===== config.mk =====
export PLATFORM = sky130hd
export DESIGN_NAME = lz78d_ram
export DESIGN_NICKNAME = d
export VERILOG_FILES = /design/src/sv/lz78_decoder_unit_defines.svh /design/src/sv/lz78d_ram.sv
export SDC_FILE = /design/constraint.sdc
export NUM_CORES = 1
export LEC_CHECK = 0
export BUFFER_PORTS_ARGS = -buffer_cell sky130_fd_sc_hd__buf_2
export CORE_MARGIN = 4
export CORE_UTILIZATION = 45
export DETAILED_ROUTE_END_ITERATION = 6
export GPL_TIMING_DRIVEN = 0
export PLACE_DENSITY = 0.67
export RECOVER_POWER = 25
export SLEW_MARGIN = 0
export SYNTH_ARGS = -nofsm -noshare
export SYNTH_HDL_FRONTEND = slang
export SYNTH_SLANG_ARGS = --single-unit

===== constraint.sdc =====
create_clock -name clock -period 1.87 [get_ports clock]
set_input_delay 0.0935 -clock clock [delete_from_list [all_inputs] [get_ports clock]]
set_output_delay 0.0935 -clock clock [all_outputs]
set_load 0.01 [all_outputs]

===== src/sv/lz78_decoder_unit_defines.svh =====
// Assertion macros shared by the LZ78 decoder RTL.
`ifndef LZ78_DECODER_UNIT_DEFINES_SVH
`define LZ78_DECODER_UNIT_DEFINES_SVH

// Same-cycle implication, sampled on clock, off while reset is high.
`define LZ_ASSERT_NOW(lbl, ante, cons, msg) \
   lbl: assert property (@(posedge clock) disable iff (reset) (ante) |-> (cons)) \
      else $error(msg);

// Next-cycle implication, sampled on clock, off while reset is high.
`define LZ_ASSERT_NEXT(lbl, ante, cons, msg) \
   lbl: assert property (@(posedge clock) disable iff (reset) (ante) |=> (cons)) \
      else $error(msg);

`endif


===== src/sv/lz78d_ram.sv =====
// Generic single-write, single-read RAM with registered read data.
module lz78d_ram #(
   parameter int WIDTH = 8,
   parameter int DEPTH = 16,
   localparam int AW = (DEPTH > 1) ? $clog2(DEPTH) : 1
) (
   input  logic             clock,
   input  logic             we,
   input  logic [AW-1:0]    waddr,
   input  logic [WIDTH-1:0] wdata,
   input  logic             re,
   input  logic [AW-1:0]    raddr,
   output logic [WIDTH-1:0] rdata
);

   logic [WIDTH-1:0] mem [DEPTH];
   logic [WIDTH-1:0] rdata_ff;

   always_ff @(posedge clock) begin
      if (we) begin
         mem[waddr] <= wdata;
      end
      // read data holds while re is low
      if (re) begin
         rdata_ff <= mem[raddr];
      end
   end

   assign rdata = rdata_ff;

endmodule


After elaboration in Yosys (flattened, before gate mapping)
Memory sizes are Yosys's and may differ from the RTL's. A register that Yosys moved wholly into a read port is not among the register bits.
Cells that the tools add are included.
Word-level totals
  register bits after elaboration: 0
  memory bits (writable): 128
  bits of input ports: 19
  word-level logic and storage cells: 3
  memories: 1
Memories
  mem: depth 16, width 8, rd ports 1, clocked after Yosys merged registers in 1, write ports 1, line lz78d_ram.sv:16  | logic [WIDTH-1:0] mem [DEPTH];
Operators by class
  muxes and demuxes: 2
Operator list (count)
  $mux 1: 2

Logic depth before layout (Yosys ltp)
Gate-level depths: netlist of run 1.
  word-level depth: 2
  mapped depth: 5
  mapped depth without buffers: 3

Least setup slack after synthesis of run 1
Ideal clock, no wire load.
  path type: input-to-reg
  start: in waddr[2]
  end: mem mem[0][0], enable pin
  library setup time: 0.383 ns
  arrival: 1.203 ns
  setup slack: 0.284 ns
  stages: 2
  buffers on the path: 0
  cell sequence: or3b_2 -> nor3_1
RTL lines
  start: declaration: line lz78d_ram.sv:9  | input logic [AW-1:0] waddr,
  end: declaration: line lz78d_ram.sv:16
Straight into the memory's write port.

Worst setup path in the final report of run 1
  start: in waddr[2]
  end: mem mem[0][4], enable pin
Straight into the memory's write port.

==> impl_metrics.xml, run 1 <==
<?xml version="1.0" encoding="UTF-8"?>
<metrics>
  <group name="timing">
    <metric name="hold_slack" unit="ns">0.0900</metric>
    <metric name="clock_skew" unit="ns">0.00534</metric>
    <metric name="timing_worst_slew_pin_value" unit="ns">1.24</metric>
    <metric name="final_period_minus_worst_setup_slack" unit="ns">1.70</metric>
    <metric name="finalMaxSlewViolations" unit="">0</metric>
    <metric name="achievable-frequency" unit="MHz">588</metric>
    <metric name="final.period_utilization" unit="%">91.0</metric>
    <metric name="slew-limit-headroom" unit="%">16.4</metric>
    <metric name="layout_setup_ws" unit="ns">0.169</metric>
    <metric name="final_hold_viol_count" unit="">0</metric>
    <metric name="grt_setup_unrepaired" unit="">no</metric>
    <metric name="setup-violations-final" unit="">0</metric>
  </group>
  <group name="synthesis">
    <metric name="synth.yosys.warnings" unit="">0</metric>
    <metric name="synth_compound_gate_area_share" unit="%">2.30</metric>
    <metric name="netlist.area_leader.share" unit="%">78.1</metric>
    <metric name="yosys_register_bits" unit="">136</metric>
    <metric name="ys_seq_area_share" unit="%">78.1</metric>
    <metric name="synth_area" unit="um^2">5230</metric>
    <metric name="mean_syn_cell_area" unit="um^2">22.8</metric>
    <metric name="synth_nets" unit="">248</metric>
    <metric name="ys_top_cells_by_area" unit="">sky130_fd_sc_hd__edfxtp_1 78%, sky130_fd_sc_hd__mux4_2 7.8%, sky130_fd_sc_hd__mux4_1 7.0%, sky130_fd_sc_hd__a22oi_1 2.3%, sky130_fd_sc_hd__nor2_1 0.93%</metric>
    <metric name="synth.area.mux_share" unit="%">14.8</metric>
    <metric name="largest_family_of_logic_cells_by_synthesized_area" unit="">multiplexers</metric>
    <metric name="yosys.area_share.adder" unit="%">0</metric>
    <metric name="post_synth_and_or_nand_nor_area_fraction" unit="%">3.14</metric>
    <metric name="synth_largest_area_cell" unit="">sky130_fd_sc_hd__edfxtp_1</metric>
    <metric name="synth.lib_cells_used.distinct" unit="">18</metric>
    <metric name="post_synth_xor_area_fraction" unit="%">0</metric>
    <metric name="syn-instance-count" unit="">229</metric>
  </group>
  <group name="route">
    <metric name="detail_route.drc_violations" unit="">0</metric>
    <metric name="wire_per_inst" unit="um">23.4</metric>
    <metric name="drt-vias-per-instance" unit="">5.65</metric>
    <metric name="dr.pass1.iters" unit="">4</metric>
    <metric name="routed_wirelength" unit="um">10000</metric>
    <metric name="vias" unit="">2423</metric>
    <metric name="ant_nets" unit="">0</metric>
    <metric name="drtIter0Drc" unit="">229</metric>
  </group>
  <group name="clock_tree">
    <metric name="clock-sinks" unit="">136</metric>
    <metric name="cts.repair_timing.setup_buffer_count" unit="">0</metric>
    <metric name="cts_root_buffer" unit="">sky130_fd_sc_hd__clkbuf_16</metric>
    <metric name="ctsHtreeMaxLevel" unit="">4</metric>
    <metric name="clk-insertion-delay-late" unit="ns">0.41</metric>
    <metric name="clock_path_buffers" unit="">2</metric>
    <metric name="cts.clk_slew.worst_paths" unit="ns">0.05</metric>
    <metric name="cts_resized" unit="">0</metric>
    <metric name="cts_tree" unit="">done</metric>
    <metric name="number_of_buffers_added_by_the_clock_tree_synthesis_step" unit="">17</metric>
    <metric name="postCtsHoldBufs" unit="">0</metric>
  </group>
  <group name="power">
    <metric name="cell_area_power_density" unit="nW/um^2">1220</metric>
    <metric name="power.static_leakage" unit="nW">2.07</metric>
    <metric name="power.total" unit="W">0.00760</metric>
    <metric name="vdd_ir_drop_max" unit="V">0.000640</metric>
  </group>
  <group name="grt">
    <metric name="initial_antenna_violation_count" unit="">0</metric>
    <metric name="first_global_vias" unit="">2476</metric>
    <metric name="grt_overflow" unit="">0</metric>
    <metric name="first_pass_grt_wire_length" unit="um">15300</metric>
    <metric name="grt_max_degree" unit="">17</metric>
    <metric name="grt_usage" unit="%">16.8</metric>
  </group>
  <group name="final_layout">
    <metric name="post_layout_nonfiller_instances" unit="">429</metric>
    <metric name="nets" unit="">292</metric>
    <metric name="antenna-diode-count" unit="">0</metric>
    <metric name="final_layout_size_suffix_gt1_share" unit="%">27.3</metric>
    <metric name="signed_area_change_from_the_synthesized_netlist_to_the_final_layout" unit="%">18.7</metric>
    <metric name="final_core_utilization" unit="%">54.4</metric>
  </group>
  <group name="placed_design">
    <metric name="detailedPlacementHpwl" unit="um">6210</metric>
    <metric name="dp.cells" unit="">397</metric>
    <metric name="minimum_setup_slack_after_placement" unit="ns">-0.310</metric>
    <metric name="place.gp.congestion" unit="">0.723</metric>
    <metric name="port_buffers" unit="">25</metric>
  </group>
  <group name="worst_setup_path">
    <metric name="path_cells" unit="">buf_2, or3b_2, nor3_1</metric>
    <metric name="worst-endpoint-required" unit="ns">1.89</metric>
    <metric name="timing.critical_path.arrival" unit="ns">1.72</metric>
    <metric name="endpoint_type_of_the_worst_setup_path" unit="">register</metric>
    <metric name="critPathKind" unit="">in -&gt; reg</metric>
    <metric name="worst_path_max_delay_cell" unit="">sky130_fd_sc_hd__nor3_1</metric>
    <metric name="worstSetupStartpointType" unit="">input port</metric>
    <metric name="cpPeakStageDelay" unit="ns">0.97</metric>
    <metric name="critical_path.max_fanout" unit="">8</metric>
  </group>
  <group name="die">
    <metric name="die_area" unit="um^2">13400</metric>
    <metric name="core.rowCount" unit="">39</metric>
    <metric name="dieHeight" unit="um">116</metric>
    <metric name="design.core.area" unit="um^2">11400</metric>
    <metric name="die_x" unit="um">116</metric>
    <metric name="i_o_pins" unit="">27</metric>
    <metric name="initial_core_util" unit="%">45.8</metric>
  </group>
  <group name="min_path">
    <metric name="worstHoldPathType" unit="">in -&gt; reg</metric>
  </group>
  <group name="status">
    <metric name="run_status" unit="">completed</metric>
  </group>
  <group name="job">
    <metric name="drv_cap" unit="">0</metric>
  </group>
</metrics>
## per-layer routing
metal	global-route usage (%)	routed length (um)	part of all wire [%]
met3	6.84	602	6.0
met5	0	0	0
met4	4.64	76	0.76
met2	24.4	4900	49
met1	23.8	4450	44
## power by group
group / internal, W / switching [W]
clock: 0.00261 / 0.00120
combinational: 0.000131 / 0.000195
sequential: 0.00344 / 0.0000146
total: 0.00618 / 0.00141
## kinds of logic after synthesis
family	Yosys count
flops	136
simple gates	35
mux	32
compound gates	16
buf+inv	10
## layout make-up
| cell class | instances | area [um^2] |
|---|---|---|
| multi-input cells | 83 | 1060 |
| clock buffers | 17 | 425 |
| fillers | 905 | 5210 |
| clock inverters | 15 | 255 |
| plain buffers | 10 | 86.3 |
| repair buffers | 25 | 119 |
| flip-flops and latches | 136 | 4080 |
| well taps | 143 | 179 |
## worst max-delay path: cells and delay by family
kind          cells  cell delay [ns]
buf+inv           1             0.12
simple gates      2             1.51
## Yosys cell counts
library cell / number
sky130_fd_sc_hd__nor2b_1: 1
sky130_fd_sc_hd__a22oi_1: 16
sky130_fd_sc_hd__mux4_1: 14
sky130_fd_sc_hd__buf_2: 3
sky130_fd_sc_hd__nand2_1: 9
sky130_fd_sc_hd__buf_6: 3
sky130_fd_sc_hd__mux4_2: 18
sky130_fd_sc_hd__and2_1: 1
sky130_fd_sc_hd__nor3_1: 4
sky130_fd_sc_hd__and2b_1: 1
sky130_fd_sc_hd__nand3b_1: 2
sky130_fd_sc_hd__nand2b_1: 2
sky130_fd_sc_hd__clkdlybuf4s25_2: 3
sky130_fd_sc_hd__buf_4: 1
sky130_fd_sc_hd__nor2_1: 13
sky130_fd_sc_hd__nand3_1: 1
sky130_fd_sc_hd__or3b_2: 1
sky130_fd_sc_hd__edfxtp_1: 136
## cells in the final DEF (no fill, tap or decap), types with 4 or more instances in the layout
cell / synthesis / layout
sky130_fd_sc_hd__bufinv_16: 0 / 7
sky130_fd_sc_hd__a22oi_1: 16 / 16
sky130_fd_sc_hd__clkbuf_16: 0 / 17
sky130_fd_sc_hd__buf_2: 3 / 23
sky130_fd_sc_hd__mux4_2: 18 / 18
sky130_fd_sc_hd__mux4_1: 14 / 14
sky130_fd_sc_hd__nand2_1: 9 / 9
sky130_fd_sc_hd__clkbuf_1: 0 / 5
sky130_fd_sc_hd__nor3_1: 4 / 4
sky130_fd_sc_hd__nor2_1: 13 / 13
sky130_fd_sc_hd__edfxtp_1: 136 / 136
## sequential cells by signal (all words and copies together), names as in the netlist
signal	flops
mem	128
rdata	8
## metrics by stage
stage                     setup TNS, ns  area [um^2]
final                                 0         6210
after global routing                  0         6210
after CTS                             0         6210
after detailed placement          -2.48         5530
after global placement            -1.95         5530
after floorplan                       0         5230
## worst paths after layout
check	from	to	slack, ns	depth (start not counted)
worst max-delay path	waddr[2]	mem[0][4]	0.17	3
worst min-delay path	re	rdata[5]	0.09	1
worst max register to register	mem[4][1]	rdata[1]	0.35	3
worst min register to register	mem[11][2]	rdata[2]	0.77	3
No activity file was read; power rests on OpenSTA's default activity.
==> run 2: changes to the inputs <==
- clock period: 1.87 -> 1.7 ns (I/O delays scaled with it)
==> run 2 against run 1 <==
Effect of this change:
- flip-flop and latch count is the same
- clock power rose by 9.9%
- setup slack improved by 0.0030 ns
==> impl_metrics.xml, run 2 (synthesis results as in run 1) <==
<?xml version="1.0" encoding="UTF-8"?>
<metrics>
  <group name="worst_setup_path">
    <metric name="critical_path.max_fanout" unit="">1</metric>
    <metric name="worst-endpoint-required" unit="ns">1.86</metric>
    <metric name="worst_r2r_endpoint" unit="">rdata[1]</metric>
    <metric name="timing.critical_path.arrival" unit="ns">1.69</metric>
    <metric name="timing.reg2reg.setup_slack" unit="ns">0.17</metric>
    <metric name="critPathKind" unit="">reg -&gt; reg</metric>
    <metric name="endpoint_type_of_the_worst_setup_path" unit="">register</metric>
    <metric name="worstSetupStartpointType" unit="">register</metric>
    <metric name="reg2reg_depth" unit="">3</metric>
    <metric name="worstReg2RegStart" unit="">mem[4][1]</metric>
  </group>
  <group name="clock_tree">
    <metric name="clk-insertion-delay-late" unit="ns">0.41</metric>
    <metric name="cts.repair_timing.setup_buffer_count" unit="">0</metric>
    <metric name="cts_root_buffer" unit="">sky130_fd_sc_hd__clkbuf_16</metric>
    <metric name="clock-sinks" unit="">136</metric>
    <metric name="ctsHtreeMaxLevel" unit="">4</metric>
    <metric name="number_of_buffers_added_by_the_clock_tree_synthesis_step" unit="">17</metric>
    <metric name="cts_tree" unit="">done</metric>
    <metric name="cts.clk_slew.worst_paths" unit="ns">0.06</metric>
    <metric name="clock_path_buffers" unit="">2</metric>
  </group>
  <group name="grt">
    <metric name="groute.layer.met3.usage" unit="%">6.79</metric>
    <metric name="top_usage_layer" unit="">met2</metric>
    <metric name="routing_usage_on_met2" unit="%">24.4</metric>
    <metric name="grt_max_degree" unit="">17</metric>
    <metric name="initial_antenna_violation_count" unit="">0</metric>
    <metric name="grt_overflow" unit="">0</metric>
    <metric name="first_pass_grt_wire_length" unit="um">15300</metric>
    <metric name="first_global_vias" unit="">2468</metric>
    <metric name="globalRouteMet1Util" unit="%">23.8</metric>
    <metric name="grt_usage" unit="%">16.8</metric>
  </group>
  <group name="route">
    <metric name="wire_per_inst" unit="um">23.4</metric>
    <metric name="routed_wirelength" unit="um">10000</metric>
    <metric name="detail_route.drc_violations" unit="">0</metric>
    <metric name="ant_nets" unit="">0</metric>
    <metric name="drtIter0Drc" unit="">195</metric>
    <metric name="drt-vias-per-instance" unit="">5.65</metric>
    <metric name="dr.pass1.iters" unit="">4</metric>
    <metric name="vias" unit="">2431</metric>
  </group>
  <group name="timing">
    <metric name="finalMaxSlewViolations" unit="">0</metric>
    <metric name="setup-violations-final" unit="">0</metric>
    <metric name="achievable-frequency" unit="MHz">654</metric>
    <metric name="final_period_minus_worst_setup_slack" unit="ns">1.53</metric>
    <metric name="slew-limit-headroom" unit="%">16.6</metric>
    <metric name="layout_setup_ws" unit="ns">0.172</metric>
    <metric name="timing_worst_slew_pin_value" unit="ns">1.24</metric>
    <metric name="grt_setup_unrepaired" unit="">no</metric>
    <metric name="clock_skew" unit="ns">0.00422</metric>
    <metric name="final.period_utilization" unit="%">89.9</metric>
    <metric name="final_hold_viol_count" unit="">0</metric>
  </group>
  <group name="die">
    <metric name="die_x" unit="um">116</metric>
    <metric name="i_o_pins" unit="">27</metric>
    <metric name="dieHeight" unit="um">116</metric>
    <metric name="initial_core_util" unit="%">45.8</metric>
    <metric name="design.core.area" unit="um^2">11400</metric>
    <metric name="core.rowCount" unit="">39</metric>
    <metric name="die_area" unit="um^2">13400</metric>
  </group>
  <group name="min_path">
    <metric name="worst_hold_path.num_cells" unit="">1</metric>
    <metric name="hold_start" unit="">wdata[3]</metric>
    <metric name="worstHoldPathType" unit="">in -&gt; reg</metric>
    <metric name="min_to" unit="">mem[13][3]</metric>
  </group>
  <group name="status">
    <metric name="run_status" unit="">completed</metric>
  </group>
  <group name="power">
    <metric name="power_frac_seq" unit="%">45.4</metric>
    <metric name="power.share.combinational" unit="%">4.3</metric>
    <metric name="cell_area_power_density" unit="nW/um^2">1340</metric>
    <metric name="p_sw" unit="W">0.00156</metric>
    <metric name="power_report.internal_total" unit="W">0.00680</metric>
    <metric name="power.static_leakage" unit="nW">2.07</metric>
    <metric name="clock_power_share" unit="%">50.3</metric>
    <metric name="power_switching_share" unit="%">18.6</metric>
    <metric name="vdd_ir_drop_max" unit="V">0.000707</metric>
  </group>
  <group name="final_layout">
    <metric name="max_flop_register" unit="">mem</metric>
    <metric name="final_layout_size_suffix_gt1_share" unit="%">27.2</metric>
    <metric name="antenna-diode-count" unit="">0</metric>
    <metric name="final.fill_count" unit="">905</metric>
    <metric name="nets" unit="">293</metric>
    <metric name="signed_area_change_from_the_synthesized_netlist_to_the_final_layout" unit="%">19.0</metric>
    <metric name="fin_area" unit="um^2">6220</metric>
    <metric name="number_of_flip_flops_in_the_largest_register" unit="">128</metric>
    <metric name="layout.cells.most_common_list" unit="">136 x sky130_fd_sc_hd__edfxtp_1, 22 x sky130_fd_sc_hd__buf_2, 18 x sky130_fd_sc_hd__mux4_2</metric>
    <metric name="layout_commonest_cell" unit="">sky130_fd_sc_hd__edfxtp_1</metric>
  </group>
  <group name="placed_design">
    <metric name="port_buffers" unit="">25</metric>
    <metric name="place.gp.congestion" unit="">0.723</metric>
    <metric name="detailedPlacementHpwl" unit="um">6210</metric>
    <metric name="dpl-instance-area" unit="um^2">5530</metric>
    <metric name="minimum_setup_slack_after_placement" unit="ns">-0.472</metric>
  </group>
  <group name="job">
    <metric name="drv_cap" unit="">0</metric>
  </group>
</metrics>
run 2: cell count changes in the layout (fill, tap and decap cells not counted), sizes merged:
cell | previous run | this run
buf | 27 | 26
dlygate4sd3 | 0 | 1
clkbuf | 22 | 23
run 2: worst max path at each step:
stage                    from  cells after the start  slack [ns]   endpoint
floorplan            waddr[2]                      2        0.12  mem[0][0]
global placement     waddr[2]                      3       -0.40  mem[0][0]
detailed placement   waddr[2]                      3       -0.47  mem[0][0]
CTS                 mem[4][1]                      3        0.14   rdata[1]
global route        mem[4][1]                      3        0.05   rdata[1]
finish              mem[4][1]                      3        0.17   rdata[1]
run 2: final cells by class:
type	count	area (um^2)	share of cell area, %
plain buffers	10	86.3	1.39
clock buffers	17	425	6.84
clock inverters	15	255	4.10
multi-input cells	83	1060	17.1
flip-flops and latches	136	4080	65.7
well taps	143	179	2.88
repair buffers	26	128	2.05
run 2: power by group through the flow:
stage                     combinational [W]  clock, W  sequential, W
after floorplan                    0.000191         0        0.00387
after global placement             0.000351         0        0.00386
after detailed placement           0.000362         0        0.00387
after CTS                          0.000368   0.00425        0.00380
after global routing               0.000393   0.00442        0.00380
final                              0.000360   0.00420        0.00380
run 2: worst max-delay path, cell delays in order, from the launching register on:
cell and delay (ns):
sky130_fd_sc_hd__edfxtp_1 0.39, sky130_fd_sc_hd__mux4_1 0.57, sky130_fd_sc_hd__a22oi_1 0.24, sky130_fd_sc_hd__nand2_1 0.08
run 2: through the flow:
stage                     setup TNS [ns]  util, %  std cells  total power (W)  hold WS, ns
final                                  0     54.5        430          0.00836       0.0930
after global routing                   0     54.5        430          0.00861       0.0841
after CTS                              0     54.5        430          0.00842       0.0559
after detailed placement           -7.06     48.4        397          0.00423        0.429
after global placement             -5.66     48.4        397          0.00421        0.417
after floorplan                        0        -        229          0.00406        0.184
run 2: timing repair:
| action | 4_1_cts | 5_1_grt |
|---|---|---|
| hold buffers | 1 | 0 |
| gates resized for setup | 1 | 0 |
| setup endpoints to repair | 8 | 0 |
| hold endpoints to repair | 8 | 0 |
run 2: routing by layer:
metal	vias up	part of all wire (%)
met3	4	8.1
met4	0	0.74
met2	92	48
met1	1259	43
li1	1076	-
met5	-	0
==> run 3: changes to the inputs <==
- CTS_BUF_LIST: not set -> sky130_fd_sc_hd__clkbuf_8
==> run 3 against run 2 <==
Effect of this change:
- die area did not move
- core utilization fell by 1.7 points
- clock skew rose by 0.0041 ns
- count of clock-buffer cells in the layout did not move
- non-clock buffer count did not move
- first-iteration DRC count rose by 34%
- sequential share of layout area rose by 2.1 points
- cell count did not move
- flip-flop and latch count did not move
- critical endpoint is now rdata[7]
- largest cell class unchanged
==> impl_metrics.xml, run 3 (synthesis results as in run 1) <==
<?xml version="1.0" encoding="UTF-8"?>
<metrics>
  <group name="status">
    <metric name="run_status" unit="">completed</metric>
  </group>
  <group name="timing">
    <metric name="final_period_minus_worst_setup_slack" unit="ns">1.51</metric>
    <metric name="final.period_utilization" unit="%">88.9</metric>
    <metric name="achievable-frequency" unit="MHz">662</metric>
    <metric name="clock_skew" unit="ns">0.00836</metric>
    <metric name="timing_worst_slew_pin_value" unit="ns">1.29</metric>
    <metric name="finalMaxSlewViolations" unit="">0</metric>
    <metric name="final.setup.tns" unit="ns">0</metric>
    <metric name="grt_setup_unrepaired" unit="">no</metric>
    <metric name="slew-limit-headroom" unit="%">13.1</metric>
    <metric name="setup-violations-final" unit="">0</metric>
    <metric name="final_hold_viol_count" unit="">0</metric>
    <metric name="layout_setup_ws" unit="ns">0.189</metric>
    <metric name="hold_slack" unit="ns">0.0766</metric>
  </group>
  <group name="die">
    <metric name="dieHeight" unit="um">116</metric>
    <metric name="die_area" unit="um^2">13400</metric>
    <metric name="core.rowCount" unit="">39</metric>
    <metric name="die_x" unit="um">116</metric>
    <metric name="i_o_pins" unit="">27</metric>
    <metric name="initial_core_util" unit="%">45.8</metric>
    <metric name="design.core.area" unit="um^2">11400</metric>
  </group>
  <group name="final_layout">
    <metric name="nets" unit="">293</metric>
    <metric name="layout_commonest_cell" unit="">sky130_fd_sc_hd__edfxtp_1</metric>
    <metric name="multiInputGateArea" unit="um^2">1060</metric>
    <metric name="post_layout_nonfiller_instances" unit="">430</metric>
    <metric name="antenna-diode-count" unit="">0</metric>
    <metric name="signed_area_change_from_the_synthesized_netlist_to_the_final_layout" unit="%">15.3</metric>
    <metric name="final.fill_count" unit="">912</metric>
    <metric name="number_of_flip_flops_in_the_largest_register" unit="">128</metric>
    <metric name="layout.cells.most_common_list" unit="">136 x sky130_fd_sc_hd__edfxtp_1, 23 x sky130_fd_sc_hd__buf_2, 18 x sky130_fd_sc_hd__mux4_2</metric>
    <metric name="area.sequential" unit="um^2">4080</metric>
    <metric name="final_layout_size_suffix_gt1_share" unit="%">27.5</metric>
    <metric name="max_flop_register" unit="">mem</metric>
  </group>
  <group name="placed_design">
    <metric name="dp.cells" unit="">397</metric>
    <metric name="port_buffers" unit="">25</metric>
    <metric name="minimum_setup_slack_after_placement" unit="ns">-0.472</metric>
    <metric name="place.gp.congestion" unit="">0.723</metric>
    <metric name="detailedPlacementHpwl" unit="um">6210</metric>
  </group>
  <group name="route">
    <metric name="drtIter0Drc" unit="">261</metric>
    <metric name="vias" unit="">2424</metric>
    <metric name="detail_route.drc_violations" unit="">0</metric>
    <metric name="ant_nets" unit="">0</metric>
    <metric name="dr.pass1.iters" unit="">4</metric>
    <metric name="routed_wirelength" unit="um">9710</metric>
    <metric name="wire_per_inst" unit="um">22.6</metric>
    <metric name="drt-vias-per-instance" unit="">5.64</metric>
  </group>
  <group name="clock_tree">
    <metric name="clock-sinks" unit="">136</metric>
    <metric name="cts_root_buffer" unit="">sky130_fd_sc_hd__clkbuf_8</metric>
    <metric name="ctsHtreeMaxLevel" unit="">4</metric>
    <metric name="clk-insertion-delay-late" unit="ns">0.42</metric>
    <metric name="number_of_buffers_added_by_the_clock_tree_synthesis_step" unit="">17</metric>
    <metric name="clock_path_buffers" unit="">2</metric>
    <metric name="cts.repair_timing.setup_buffer_count" unit="">0</metric>
    <metric name="cts_tree" unit="">done</metric>
    <metric name="cts.clk_slew.worst_paths" unit="ns">0.07</metric>
  </group>
  <group name="grt">
    <metric name="grt_overflow" unit="">0</metric>
    <metric name="first_global_vias" unit="">2468</metric>
    <metric name="grt_usage" unit="%">15.9</metric>
    <metric name="grt_max_degree" unit="">17</metric>
    <metric name="initial_antenna_violation_count" unit="">0</metric>
    <metric name="first_pass_grt_wire_length" unit="um">14800</metric>
  </group>
  <group name="worst_setup_path">
    <metric name="worstSetupStartpointType" unit="">register</metric>
    <metric name="critical_path.max_fanout" unit="">1</metric>
    <metric name="worst-endpoint-required" unit="ns">1.85</metric>
    <metric name="timing.critical_path.arrival" unit="ns">1.66</metric>
    <metric name="critPathKind" unit="">reg -&gt; reg</metric>
    <metric name="endpoint_type_of_the_worst_setup_path" unit="">register</metric>
  </group>
  <group name="power">
    <metric name="vdd_ir_drop_max" unit="V">0.00103</metric>
    <metric name="power_frac_seq" unit="%">51.8</metric>
    <metric name="cell_area_power_density" unit="nW/um^2">1210</metric>
    <metric name="p_sw" unit="W">0.00138</metric>
    <metric name="clock_power_share" unit="%">43.4</metric>
    <metric name="power.share.combinational" unit="%">4.9</metric>
    <metric name="power.static_leakage" unit="nW">1.98</metric>
    <metric name="power_report.internal_total" unit="W">0.00594</metric>
    <metric name="power_switching_share" unit="%">18.8</metric>
  </group>
  <group name="min_path">
    <metric name="worstHoldPathType" unit="">in -&gt; reg</metric>
  </group>
  <group name="job">
    <metric name="drv_cap" unit="">0</metric>
  </group>
</metrics>
[run 3: critical path, cell delays in order, from the launching register on]
cell,delay [ns]
sky130_fd_sc_hd__edfxtp_1,0.37
sky130_fd_sc_hd__mux4_2,0.50
sky130_fd_sc_hd__a22oi_1,0.24
sky130_fd_sc_hd__nand2_1,0.14
[run 3: power by group through the flow]
stage               clock network (W)  logic, W  registers (W)
floorplan                           0  0.000191        0.00387
finish                        0.00318  0.000356        0.00379
CTS                           0.00323  0.000365        0.00379
global placement                    0  0.000351        0.00386
detailed placement                  0  0.000362        0.00387
global route                  0.00338  0.000392        0.00380
[run 3: path summary, 6_finish.rpt]
check	startpoint	endpoint	slack (ns)	depth (start not counted)
setup / recovery	mem[6][7]	rdata[7]	0.19	3
hold / removal	wdata[3]	mem[13][3]	0.08	1
setup reg to reg	mem[6][7]	rdata[7]	0.19	3
hold reg to reg	mem[11][2]	rdata[2]	0.77	3
[run 3: final cells by class]
type                            count  area share, %
Buffer                             10           1.43
Clock buffer                       17           3.88
Clock inverter                     15           4.23
Multi-Input combinational cell     83           17.6
Sequential cell                   136           67.7
Tap cell                          143           2.97
Timing Repair Buffer               26           2.14
[run 3: stage by stage]
stage	area, um^2	total power (W)	utilization, %
2_1_floorplan	5230	0.00406	-
3_3_place_gp	5530	0.00421	48.4
3_5_place_dp	5530	0.00423	48.4
4_1_cts	6040	0.00739	52.9
5_1_grt	6030	0.00757	52.8
6_report	6030	0.00732	52.8
[run 3: timing repair]
action	CTS	global route
setup endpoints to repair	8	0
hold buffers	1	0
endpoints found under the hold margin	8	0
resized for setup	1	0
[run 3: per-layer routing]
metal,vias up,track usage (%),routed length (um)
li1,1070,-,-
met1,1243,22.3,4010
met3,6,4.91,741
met5,-,0,0
met2,105,24.3,4870
met4,0,5.10,95
